$ cat src/design/ifet_pkg.sv
// shared constants, types and codes of the idle-frame eviction table
`timescale 1ns / 1ps

package ifet_pkg;

    localparam int ENTRIES  = 32;
    localparam int ADDR_W   = (ENTRIES > 1) ? $clog2(ENTRIES) : 1;
    localparam int COUNT_W  = $clog2(ENTRIES + 1);
    localparam int HANDLE_W = 32;
    localparam int CNT_W    = 16;
    localparam int LIMIT_W  = 16;
    localparam int KIND_W   = 2;
    localparam int STATUS_W = 3;

    localparam logic [LIMIT_W-1:0] IDLE_LIMIT_RESET = LIMIT_W'(1000);

    // input kinds
    localparam logic [KIND_W-1:0] KIND_TICK   = 2'd0;
    localparam logic [KIND_W-1:0] KIND_LOAD   = 2'd1;
    localparam logic [KIND_W-1:0] KIND_TOUCH  = 2'd2;
    localparam logic [KIND_W-1:0] KIND_UNLOAD = 2'd3;

    // result status codes
    localparam logic [STATUS_W-1:0] STATUS_DONE    = 3'd0;
    localparam logic [STATUS_W-1:0] STATUS_EVICT   = 3'd1;
    localparam logic [STATUS_W-1:0] STATUS_PRESENT = 3'd2;
    localparam logic [STATUS_W-1:0] STATUS_ABSENT  = 3'd3;
    localparam logic [STATUS_W-1:0] STATUS_FULL    = 3'd4;

    typedef struct packed {
        logic [CNT_W-1:0]    cnt;
        logic [HANDLE_W-1:0] handle;
    } entry_t;

    typedef struct packed {
        logic              we;
        logic [ADDR_W-1:0] addr;
        entry_t            data;
    } wr_req_t;

endpackage

$ cat src/design/idle_frame_eviction_table_core.sv
// Idle-frame eviction table: a sorted table of handles with idle counters. Every item walks
// the stored entries through one memory read port, one entry per cycle unless a tick's evicts
// wait on the output, in ascending handle order; a load inserts and an unload removes in the
// same pass by moving each later entry by one place. A lookup stops early at the first handle
// not below its own. Results leave through an output register, so the next item is accepted
// while the previous final result still waits. Configuration writes idle_limit.
`timescale 1ns / 1ps

module idle_frame_eviction_table_core (
    input  logic        aclk,
    input  logic        aresetn,
    // configuration: idle_limit
    input  logic        cfg_wen,
    input  logic [15:0] cfg_wdata,
    // input items
    input  logic        s_tvalid,
    output logic        s_tready,
    input  logic [31:0] s_tdata,   // [31:0] handle
    input  logic [1:0]  s_tuser,   // [1:0] kind
    // result items
    output logic        m_tvalid,
    input  logic        m_tready,
    output logic [31:0] m_tdata,   // [31:0] handle_res
    output logic [2:0]  m_tuser,   // [2:0] status
    output logic        m_tlast
);

    localparam int AW = ifet_pkg::ADDR_W;
    localparam int CW = ifet_pkg::COUNT_W;
    localparam int HW = ifet_pkg::HANDLE_W;
    localparam int NW = ifet_pkg::CNT_W;
    localparam int SW = ifet_pkg::STATUS_W;

    typedef enum logic [2:0] {
        ST_IDLE = 3'b001,
        ST_WALK = 3'b010,
        ST_DONE = 3'b100
    } state_t;

    state_t                    state_reg, state_next;
    logic [ifet_pkg::LIMIT_W-1:0] limit_reg;
    logic [CW-1:0]             count_reg, count_next;
    logic [CW-1:0]             idx_reg, idx_next;
    logic [CW-1:0]             pidx_reg, pidx_next;
    logic                      pend_reg, pend_next;
    logic                      shift_reg, shift_next;
    logic                      held_valid_reg, held_valid_next;
    logic [HW-1:0]             held_handle_reg, held_handle_next;
    ifet_pkg::entry_t          carry_reg, carry_next;
    logic [ifet_pkg::KIND_W-1:0] kind_reg, kind_next;
    logic [HW-1:0]             handle_reg, handle_next;
    logic [SW-1:0]             res_status_reg, res_status_next;
    logic [HW-1:0]             res_handle_reg, res_handle_next;

    logic                      m_tvalid_reg, m_tvalid_next;
    logic [SW-1:0]             m_status_reg, m_status_next;
    logic [HW-1:0]             m_handle_reg, m_handle_next;
    logic                      m_last_reg, m_last_next;

    ifet_pkg::wr_req_t         wr;
    logic [CW-1:0]             wr_idx;
    logic                      rd_en;
    ifet_pkg::entry_t          rd_data;
    ifet_pkg::entry_t          cur;
    logic                      out_free;
    logic                      evict;
    logic                      stall;
    logic                      stop_walk;
    logic                      walk_end;
    logic                      out_load;
    logic [SW-1:0]             out_status;
    logic [HW-1:0]             out_handle;
    logic                      out_last;
    logic [NW-1:0]             cnt_inc;

    ifet_mem u_mem (
        .aclk    (aclk),
        .wr      (wr),
        .rd_en   (rd_en),
        .rd_addr (idx_reg[AW-1:0]),
        .rd_data (rd_data)
    );

    assign cur      = rd_data;
    assign out_free = !m_tvalid_reg || m_tready;
    assign evict    = cur.cnt > limit_reg;
    assign cnt_inc  = (cur.cnt == {NW{1'b1}}) ? cur.cnt : cur.cnt + NW'(1);
    // a second evict needs the output register to take the held one
    assign stall    = (state_reg == ST_WALK) && pend_reg && (kind_reg == ifet_pkg::KIND_TICK)
                      && evict && held_valid_reg && !out_free;
    assign walk_end = !pend_reg && (idx_reg >= count_reg);

    assign s_tready = (state_reg == ST_IDLE);
    assign m_tvalid = m_tvalid_reg;
    assign m_tdata  = m_handle_reg;
    assign m_tuser  = m_status_reg;
    assign m_tlast  = m_last_reg;

    always_comb begin
        state_next       = state_reg;
        count_next       = count_reg;
        idx_next         = idx_reg;
        pidx_next        = pidx_reg;
        pend_next        = pend_reg;
        shift_next       = shift_reg;
        held_valid_next  = held_valid_reg;
        held_handle_next = held_handle_reg;
        carry_next       = carry_reg;
        kind_next        = kind_reg;
        handle_next      = handle_reg;
        res_status_next  = res_status_reg;
        res_handle_next  = res_handle_reg;
        wr.we            = 1'b0;
        wr.data          = cur;
        wr_idx           = pidx_reg;
        rd_en            = 1'b0;
        stop_walk        = 1'b0;
        out_load         = 1'b0;
        out_status       = ifet_pkg::STATUS_EVICT;
        out_handle       = held_handle_reg;
        out_last         = 1'b0;

        case (state_reg)
            ST_IDLE: begin
                if (s_tvalid) begin
                    kind_next       = s_tuser;
                    handle_next     = s_tdata;
                    idx_next        = '0;
                    pend_next       = 1'b0;
                    shift_next      = 1'b0;
                    held_valid_next = 1'b0;
                    state_next      = ST_WALK;
                end
            end
            ST_WALK: begin
                if (stall) begin
                    // hold everything, read data stays registered
                end else if (walk_end) begin
                    res_status_next = ifet_pkg::STATUS_DONE;
                    res_handle_next = handle_reg;
                    case (kind_reg)
                        ifet_pkg::KIND_TICK: begin
                            if (held_valid_reg) begin
                                res_status_next = ifet_pkg::STATUS_EVICT;
                                res_handle_next = held_handle_reg;
                            end
                        end
                        ifet_pkg::KIND_LOAD: begin
                            wr_idx = count_reg;
                            if (shift_reg) begin
                                wr.we      = 1'b1;
                                wr.data    = carry_reg;
                                count_next = count_reg + CW'(1);
                            end else if (count_reg == CW'(ifet_pkg::ENTRIES)) begin
                                res_status_next = ifet_pkg::STATUS_FULL;
                            end else begin
                                // new handle is above every stored one
                                wr.we          = 1'b1;
                                wr.data.handle = handle_reg;
                                wr.data.cnt    = '0;
                                count_next     = count_reg + CW'(1);
                            end
                        end
                        ifet_pkg::KIND_UNLOAD: begin
                            if (shift_reg) begin
                                count_next = count_reg - CW'(1);
                            end else begin
                                res_status_next = ifet_pkg::STATUS_ABSENT;
                            end
                        end
                        default: begin
                            res_status_next = ifet_pkg::STATUS_ABSENT;
                        end
                    endcase
                    state_next = ST_DONE;
                end else begin
                    if (pend_reg) begin
                        case (kind_reg)
                            ifet_pkg::KIND_TICK: begin
                                wr.we       = 1'b1;
                                wr.data.cnt = cnt_inc;
                                if (evict) begin
                                    if (held_valid_reg) begin
                                        out_load = 1'b1;
                                    end
                                    held_valid_next  = 1'b1;
                                    held_handle_next = cur.handle;
                                end
                            end
                            ifet_pkg::KIND_LOAD: begin
                                if (shift_reg) begin
                                    wr.we      = 1'b1;
                                    wr.data    = carry_reg;
                                    carry_next = cur;
                                end else if (cur.handle == handle_reg) begin
                                    stop_walk       = 1'b1;
                                    res_status_next = ifet_pkg::STATUS_PRESENT;
                                end else if (cur.handle > handle_reg) begin
                                    if (count_reg == CW'(ifet_pkg::ENTRIES)) begin
                                        stop_walk       = 1'b1;
                                        res_status_next = ifet_pkg::STATUS_FULL;
                                    end else begin
                                        // insert here, the displaced entry moves up
                                        wr.we          = 1'b1;
                                        wr.data.handle = handle_reg;
                                        wr.data.cnt    = '0;
                                        carry_next     = cur;
                                        shift_next     = 1'b1;
                                    end
                                end
                            end
                            ifet_pkg::KIND_TOUCH: begin
                                if (cur.handle == handle_reg) begin
                                    wr.we           = 1'b1;
                                    wr.data.cnt     = '0;
                                    stop_walk       = 1'b1;
                                    res_status_next = ifet_pkg::STATUS_DONE;
                                end else if (cur.handle > handle_reg) begin
                                    stop_walk       = 1'b1;
                                    res_status_next = ifet_pkg::STATUS_ABSENT;
                                end
                            end
                            default: begin
                                if (shift_reg) begin
                                    // close the gap left by the removed entry
                                    wr.we  = 1'b1;
                                    wr_idx = pidx_reg - CW'(1);
                                end else if (cur.handle == handle_reg) begin
                                    shift_next = 1'b1;
                                end else if (cur.handle > handle_reg) begin
                                    stop_walk       = 1'b1;
                                    res_status_next = ifet_pkg::STATUS_ABSENT;
                                end
                            end
                        endcase
                    end
                    if (stop_walk) begin
                        res_handle_next = handle_reg;
                        pend_next       = 1'b0;
                        state_next      = ST_DONE;
                    end else if (idx_reg < count_reg) begin
                        rd_en     = 1'b1;
                        idx_next  = idx_reg + CW'(1);
                        pidx_next = idx_reg;
                        pend_next = 1'b1;
                    end else begin
                        pend_next = 1'b0;
                    end
                end
            end
            ST_DONE: begin
                if (out_free) begin
                    out_load   = 1'b1;
                    out_status = res_status_reg;
                    out_handle = res_handle_reg;
                    out_last   = 1'b1;
                    state_next = ST_IDLE;
                end
            end
            default: begin
                state_next = ST_IDLE;
            end
        endcase

        wr.addr = wr_idx[AW-1:0];
    end

    always_comb begin
        m_status_next = m_status_reg;
        m_handle_next = m_handle_reg;
        m_last_next   = m_last_reg;
        if (out_load) begin
            m_tvalid_next = 1'b1;
            m_status_next = out_status;
            m_handle_next = out_handle;
            m_last_next   = out_last;
        end else if (m_tready) begin
            m_tvalid_next = 1'b0;
        end else begin
            m_tvalid_next = m_tvalid_reg;
        end
    end

    always_ff @(posedge aclk) begin
        if (!aresetn) begin
            state_reg      <= ST_IDLE;
            limit_reg      <= ifet_pkg::IDLE_LIMIT_RESET;
            count_reg      <= '0;
            pend_reg       <= 1'b0;
            shift_reg      <= 1'b0;
            held_valid_reg <= 1'b0;
            m_tvalid_reg   <= 1'b0;
        end else begin
            state_reg      <= state_next;
            if (cfg_wen) begin
                limit_reg <= cfg_wdata;
            end
            count_reg      <= count_next;
            pend_reg       <= pend_next;
            shift_reg      <= shift_next;
            held_valid_reg <= held_valid_next;
            m_tvalid_reg   <= m_tvalid_next;
        end
    end

    always_ff @(posedge aclk) begin
        idx_reg         <= idx_next;
        pidx_reg        <= pidx_next;
        held_handle_reg <= held_handle_next;
        carry_reg       <= carry_next;
        kind_reg        <= kind_next;
        handle_reg      <= handle_next;
        res_status_reg  <= res_status_next;
        res_handle_reg  <= res_handle_next;
        m_status_reg    <= m_status_next;
        m_handle_reg    <= m_handle_next;
        m_last_reg      <= m_last_next;
    end

    assert property (@(posedge aclk) disable iff (!aresetn)
        count_reg <= CW'(ifet_pkg::ENTRIES))
        else $error("entry count above table size");

    assert property (@(posedge aclk) disable iff (!aresetn)
        wr.we |-> wr_idx < CW'(ifet_pkg::ENTRIES))
        else $error("table write beyond its depth");

    assert property (@(posedge aclk) disable iff (!aresetn)
        held_valid_reg && (state_reg == ST_WALK) |-> kind_reg == ifet_pkg::KIND_TICK)
        else $error("evict held outside a tick");

    assert property (@(posedge aclk) disable iff (!aresetn)
        shift_reg && (state_reg == ST_WALK) |->
            (kind_reg == ifet_pkg::KIND_LOAD || kind_reg == ifet_pkg::KIND_UNLOAD))
        else $error("entry move outside load or unload");

    assert property (@(posedge aclk) disable iff (!aresetn)
        stall |=> $stable(idx_reg) && $stable(held_handle_reg))
        else $error("walk moved while stalled on output");

endmodule

$ cat src/design/ifet_mem.sv
// entry table memory: one write port, one registered read port
`timescale 1ns / 1ps

module ifet_mem (
    input  logic                        aclk,
    input  ifet_pkg::wr_req_t           wr,
    input  logic                        rd_en,
    input  logic [ifet_pkg::ADDR_W-1:0] rd_addr,
    output ifet_pkg::entry_t            rd_data
);

    ifet_pkg::entry_t mem [ifet_pkg::ENTRIES];
    ifet_pkg::entry_t rd_data_reg;

    always_ff @(posedge aclk) begin
        if (wr.we) begin
            mem[wr.addr] <= wr.data;
        end
        // read returns the old value on a same-address write
        if (rd_en) begin
            rd_data_reg <= mem[rd_addr];
        end
    end

    assign rd_data = rd_data_reg;

endmodule

$ cat config.mk
export PLATFORM = sky130hd
export DESIGN_NAME = idle_frame_eviction_table_core
export DESIGN_NICKNAME = d
export VERILOG_FILES = /design/src/design/ifet_pkg.sv /design/src/design/idle_frame_eviction_table_core.sv /design/src/design/ifet_mem.sv
export SDC_FILE = /design/constraint.sdc
export NUM_CORES = 2
export LEC_CHECK = 0
export CELL_PAD_IN_SITES_DETAIL_PLACEMENT = 1
export CELL_PAD_IN_SITES_GLOBAL_PLACEMENT = 2
export CORE_ASPECT_RATIO = 1.5
export CORE_MARGIN = 2
export CORE_UTILIZATION = 30
export DETAILED_ROUTE_END_ITERATION = 8
export DONT_BUFFER_PORTS = 1
export PLACE_DENSITY = 0.64
export SKIP_CTS_REPAIR_TIMING = 1
export SLEW_MARGIN = 15
export SYNTH_ARGS = -nofsm -noshare
export SYNTH_HDL_FRONTEND = slang
export SYNTH_HIERARCHICAL = 1
export SYNTH_SLANG_ARGS = --single-unit
export TNS_END_PERCENT = 30
$ cat constraint.sdc
create_clock -name aclk -period 6.7 [get_ports aclk]
set_input_delay 0 -clock aclk [delete_from_list [all_inputs] [get_ports aclk]]
set_output_delay 0 -clock aclk [all_outputs]
set_load 0.02 [all_outputs]
* Word level (Yosys, flattened, before mapping)
Memory sizes are Yosys's and may differ from the RTL's. A register that Yosys moved wholly into a read port is not among the register bits.
Cells that the tools add are included.
** Operators by class
- Equal/unequal tests :: 30
- Add/subtract/negate cells :: 5
- Reductions and logical operators :: 32
- Muxes and demuxes :: 122
- Order comparisons :: 4
- Bitwise operators :: 3
** Operator list (number)
- $mux 48 :: 14
- $mux 32 :: 7
- $mux 1 :: 53
- $mux 3 :: 17
- $mux 6 :: 8
- $pmux 16 s3 :: 1
- $mux 5 :: 7
- $eq 32x32->1 :: 1
- $gt 32x32->1 :: 1
- $mux 16 :: 2
- $pmux 3 s3 :: 3
- $ne 2x2->1 const B :: 12
- $pmux 6 s2 :: 2
- $reduce_and 6->1 :: 4
- $add 16x1->16 const B :: 1
- $eq 16x16->1 const B :: 1
- $gt 16x16->1 :: 1
- $add 6x1->6 const B :: 2
- $reduce_bool 2->1 :: 6
- $pmux 1 s2 :: 5
- $reduce_and 9->1 :: 1
- $ne 4x4->1 const B :: 2
- $reduce_and 4->1 :: 2
- $reduce_and 8->1 :: 1
- 28 further kinds :: 42
** Storage, ports and cells
- Bits in writable memories :: 1536
- Word-level logic and storage cells :: 216
- Bits in registers :: 225
- Memories :: 1
** Memory list
- u_mem.mem :: words 32, width 48, read ports 1, clocked after Yosys merged registers in 1, write ports 1, RTL line ifet_mem.sv:12 : ifet_pkg::entry_t mem [ifet_pkg::ENTRIES];

* Longest topological paths before layout
- Word-level depth :: 14
- Gate-level depth with buffers :: 14

* Modules after synthesis
The synthesis kept the hierarchy.
** Modules (own cells, without submodules)
- ifet_mem :: seq. area each 47565.6 µm², area an instance 61216.2 µm², cells each 3364, instances 1
- idle_frame_eviction_table_core :: seq. area each 6466.2 µm², area an instance 12937.4 µm², cells each 1316, instances 1

* Least setup slack after synthesis
OpenSTA, ideal clock, no wires.
- Path type :: reg-to-reg
- Start point :: register u_mem/rd_data[35] (netlist name)
- End point :: memory u_mem/mem[28][0] (netlist bit), enable pin
- Buffers on the path :: 3
- Arrival time :: 5.088 ns
- Stages on the path, launching flop included :: 13
- Period minus slack after synthesis :: 5.542 ns
- Slack :: 1.158 ns
- Cells stage by stage :: edfxtp_1 -> ha_1 -> nand3_1 -> or4_1 -> o2111ai_2 -> a31o_4 -> o21ai_4 -> buf_6 -> buf_2 -> a211oi_1 -> or3b_2 -> clkbuf_1 -> nor2_1
** RTL lines (RTL line)
- end, declared :: ifet_mem.sv:12

==> impl_metrics.tcl <==
set metrics [dict create \
    ys_seq_area_share_pct 72.9 \
    drt_first_pass_iters 7 \
    nets 4973 \
    multi_input_area_um2 19100 \
    syn_avg_cell_area_um2 15.8 \
    p_total_mw 23.3 \
    arrival_ps 5930 \
    dp_cells 7825 \
    dieHeight_um 613 \
    clk_pin_slew_worst_paths_ps 70 \
    ys_ff_latch 1809 \
    slew_violations 0 \
    dp_slack_ps 1260 \
    avgViaCountPerCell 5.07 \
    holdWs_ps 67.3 \
    overflow 0 \
    vias 41800 \
    largest_reg_flops 1536 \
    maxCapViolCount 0 \
    area_growth_pct 15.1 \
    synth_top_flop_cell "edfxtp_1" \
    dieArea_um2 251000 \
    nFillCells 25000 \
    criticalPathCategory "register to register" \
    setup_viol 0 \
    syn_area_um2 74200 \
    synthArstFlopShare_pct 0 \
    grtUsageTotal_pct 17.2 \
    tns_ps 0 \
    final_core_util_pct 34.7 \
    grt_pass1_vias 43800 \
    ir_drop_mv 0.208 \
    dp_hpwl_mm 135 \
    syn_inst 4680 \
    num_io_pins 93 \
    maxClockFrequency_mhz 185 \
    antenna_found_initial 6 \
    critPathSlowestCell "or3b_2" \
    seq_area_um2 54000 \
    leakagePower_nw 28.2 \
    finalHoldViolations 0 \
    start_util_pct 30.2 \
    routed_wirelength_mm 220 \
    path_cells "ha_1 -> nand4_1 -> nor4_1 -> and2_1 -> a211oi_1 -> a31o_2 -> a211oi_1 -> or3b_2 -> nor2_4 -> buf_4" \
    synth_edf_count 1780 \
    core_um2 246000 \
    grt_max_degree 112 \
    final_cells 8236 \
    period_share_pct 80.9 \
    gp_congestion 0.822 \
    rsz0062_at_grt "no" \
    worstSkewPairLatency_ps 830 \
    crit_buf_inv 1 \
    clk_path_buf_depth 4 \
    crit_required_ps 7210 \
    critPathMaxFanout 15 \
    relSlewSlack_pct 17.4 \
    clkSinkCount 1809 \
    place_area_um2 78800 \
    critPathTopFamily "simple AND/OR/NAND/NOR gates" \
    fin_skew_ps 48.9 \
    wl_per_cell_um 26.7 \
    cp-end-kind "register" \
    cp-start-kind "register" \
    yosysWarnings 6 \
    synth_top_area_share_pct 72.1 \
    outcome "finished, final reports clean" \
    path_common_cell "a211oi_1" \
    design_area_um2 85300 \
    cts_max_level 4 \
    syn_nets 4802 \
    drive_gt1_share_pct 10.2 \
    ant_nets 0 \
    min_path_type "input port to register" \
    worst_pin_slew_ps 1230 \
    rows 223 \
    fp.dieW_um 410 \
    route.detailed.drc 0 \
    power-per-cell-area_nw_per_um2 273 \
    root_buffer "clkbuf_16" \
    synthTopCellsByCount "1780 x edfxtp_1, 784 x mux2i_1, 394 x nand2_1" \
    synth.most_common_cell "edfxtp_1" \
    io_buffers 0 \
    cpPeakStageDelay_ps 770 \
    fin_crit_ps 5420 \
    yosysUniqueCellTypes 91 \
    ys_top_cells_by_area "edfxtp_1 72%, mux2i_1 11%, nand2_1 2.0%" \
    setup_slack_ps 1280 \
    cts_tree "done" \
    yosys.area.top_type "edfxtp_1" \
    grt_pass1_wl_mm 317 \
    drt_iter0_markers 2512 \
    numCtsBuffers 173 \
]
[layout make-up]
type,count,share of cell area (%)
flip-flops and latches,1809,63.3
multi-input cells,2537,22.3
clock buffers,206,5.27
well taps,3262,4.78
repair buffers,252,2.98
clock inverters,88,0.966
inverters,78,0.343
diodes,4,0.0117
[final timing paths]
check | start | endpoint | slack [ps] | cells after the start
max | u_mem/rd_data[15] | u_mem/mem[4][26] | 1280 | 10
min | cfg_wen | limit_reg[7] | 70 | 3
max reg2reg | u_mem/rd_data[15] | u_mem/mem[4][26] | 1280 | 10
min reg2reg | res_handle_reg[3] | m_tdata[3] | 510 | 2
[cells by family after synthesis]
group / count (synthesis) / share of synthesized area (%)
AOI/OAI and AO/OA: 830 / 7.58
muxes: 791 / 10.7
xor gates and xnor gates: 12 / 0.142
and+or+nand+nor: 837 / 5.11
DFF: 1809 / 72.9
adders and majority gates: 67 / 1.14
buffers and inverters: 334 / 2.47
[cells in the final DEF, fill, tap and decap left out, types with 66 or more instances in the layout]
cell type / synthesis / final
a21oi_1: 254 / 238
a22o_1: 97 / 97
a22oi_1: 158 / 157
buf_4: 43 / 114
clkbuf_16: 0 / 175
dlygate4sd3_1: 0 / 109
edfxtp_1: 1780 / 1780
ha_1: 66 / 66
inv_1: 77 / 75
mux2i_1: 784 / 784
nand2_1: 394 / 393
nand3_1: 185 / 185
o21ai_0: 72 / 71
[worst reg2reg max path, stage by stage (launching register included)]
cell	delay (ps)
edfxtp_1	460
ha_1	500
nand4_1	420
nor4_1	570
and2_1	360
a211oi_1	150
a31o_2	270
a211oi_1	560
or3b_2	770
nor2_4	740
buf_4	330
[layer usage]
layer | share of wire (%) | vias to the layer above | track usage [%]
met3 | 3.1 | 334 | 1.80
li1 | - | 18600 | -
met5 | 0 | - | 0
met4 | 3.0 | 0 | 5.21
met1 | 40 | 22000 | 20.2
met2 | 54 | 805 | 32.5
[report_power, final]
part	internal, mW	switching [mW]
registers	12.3	0.0217
logic	0.458	0.905
clock network	5.35	4.24
total	18.1	5.17
No activity file was read; power rests on OpenSTA's default activity.
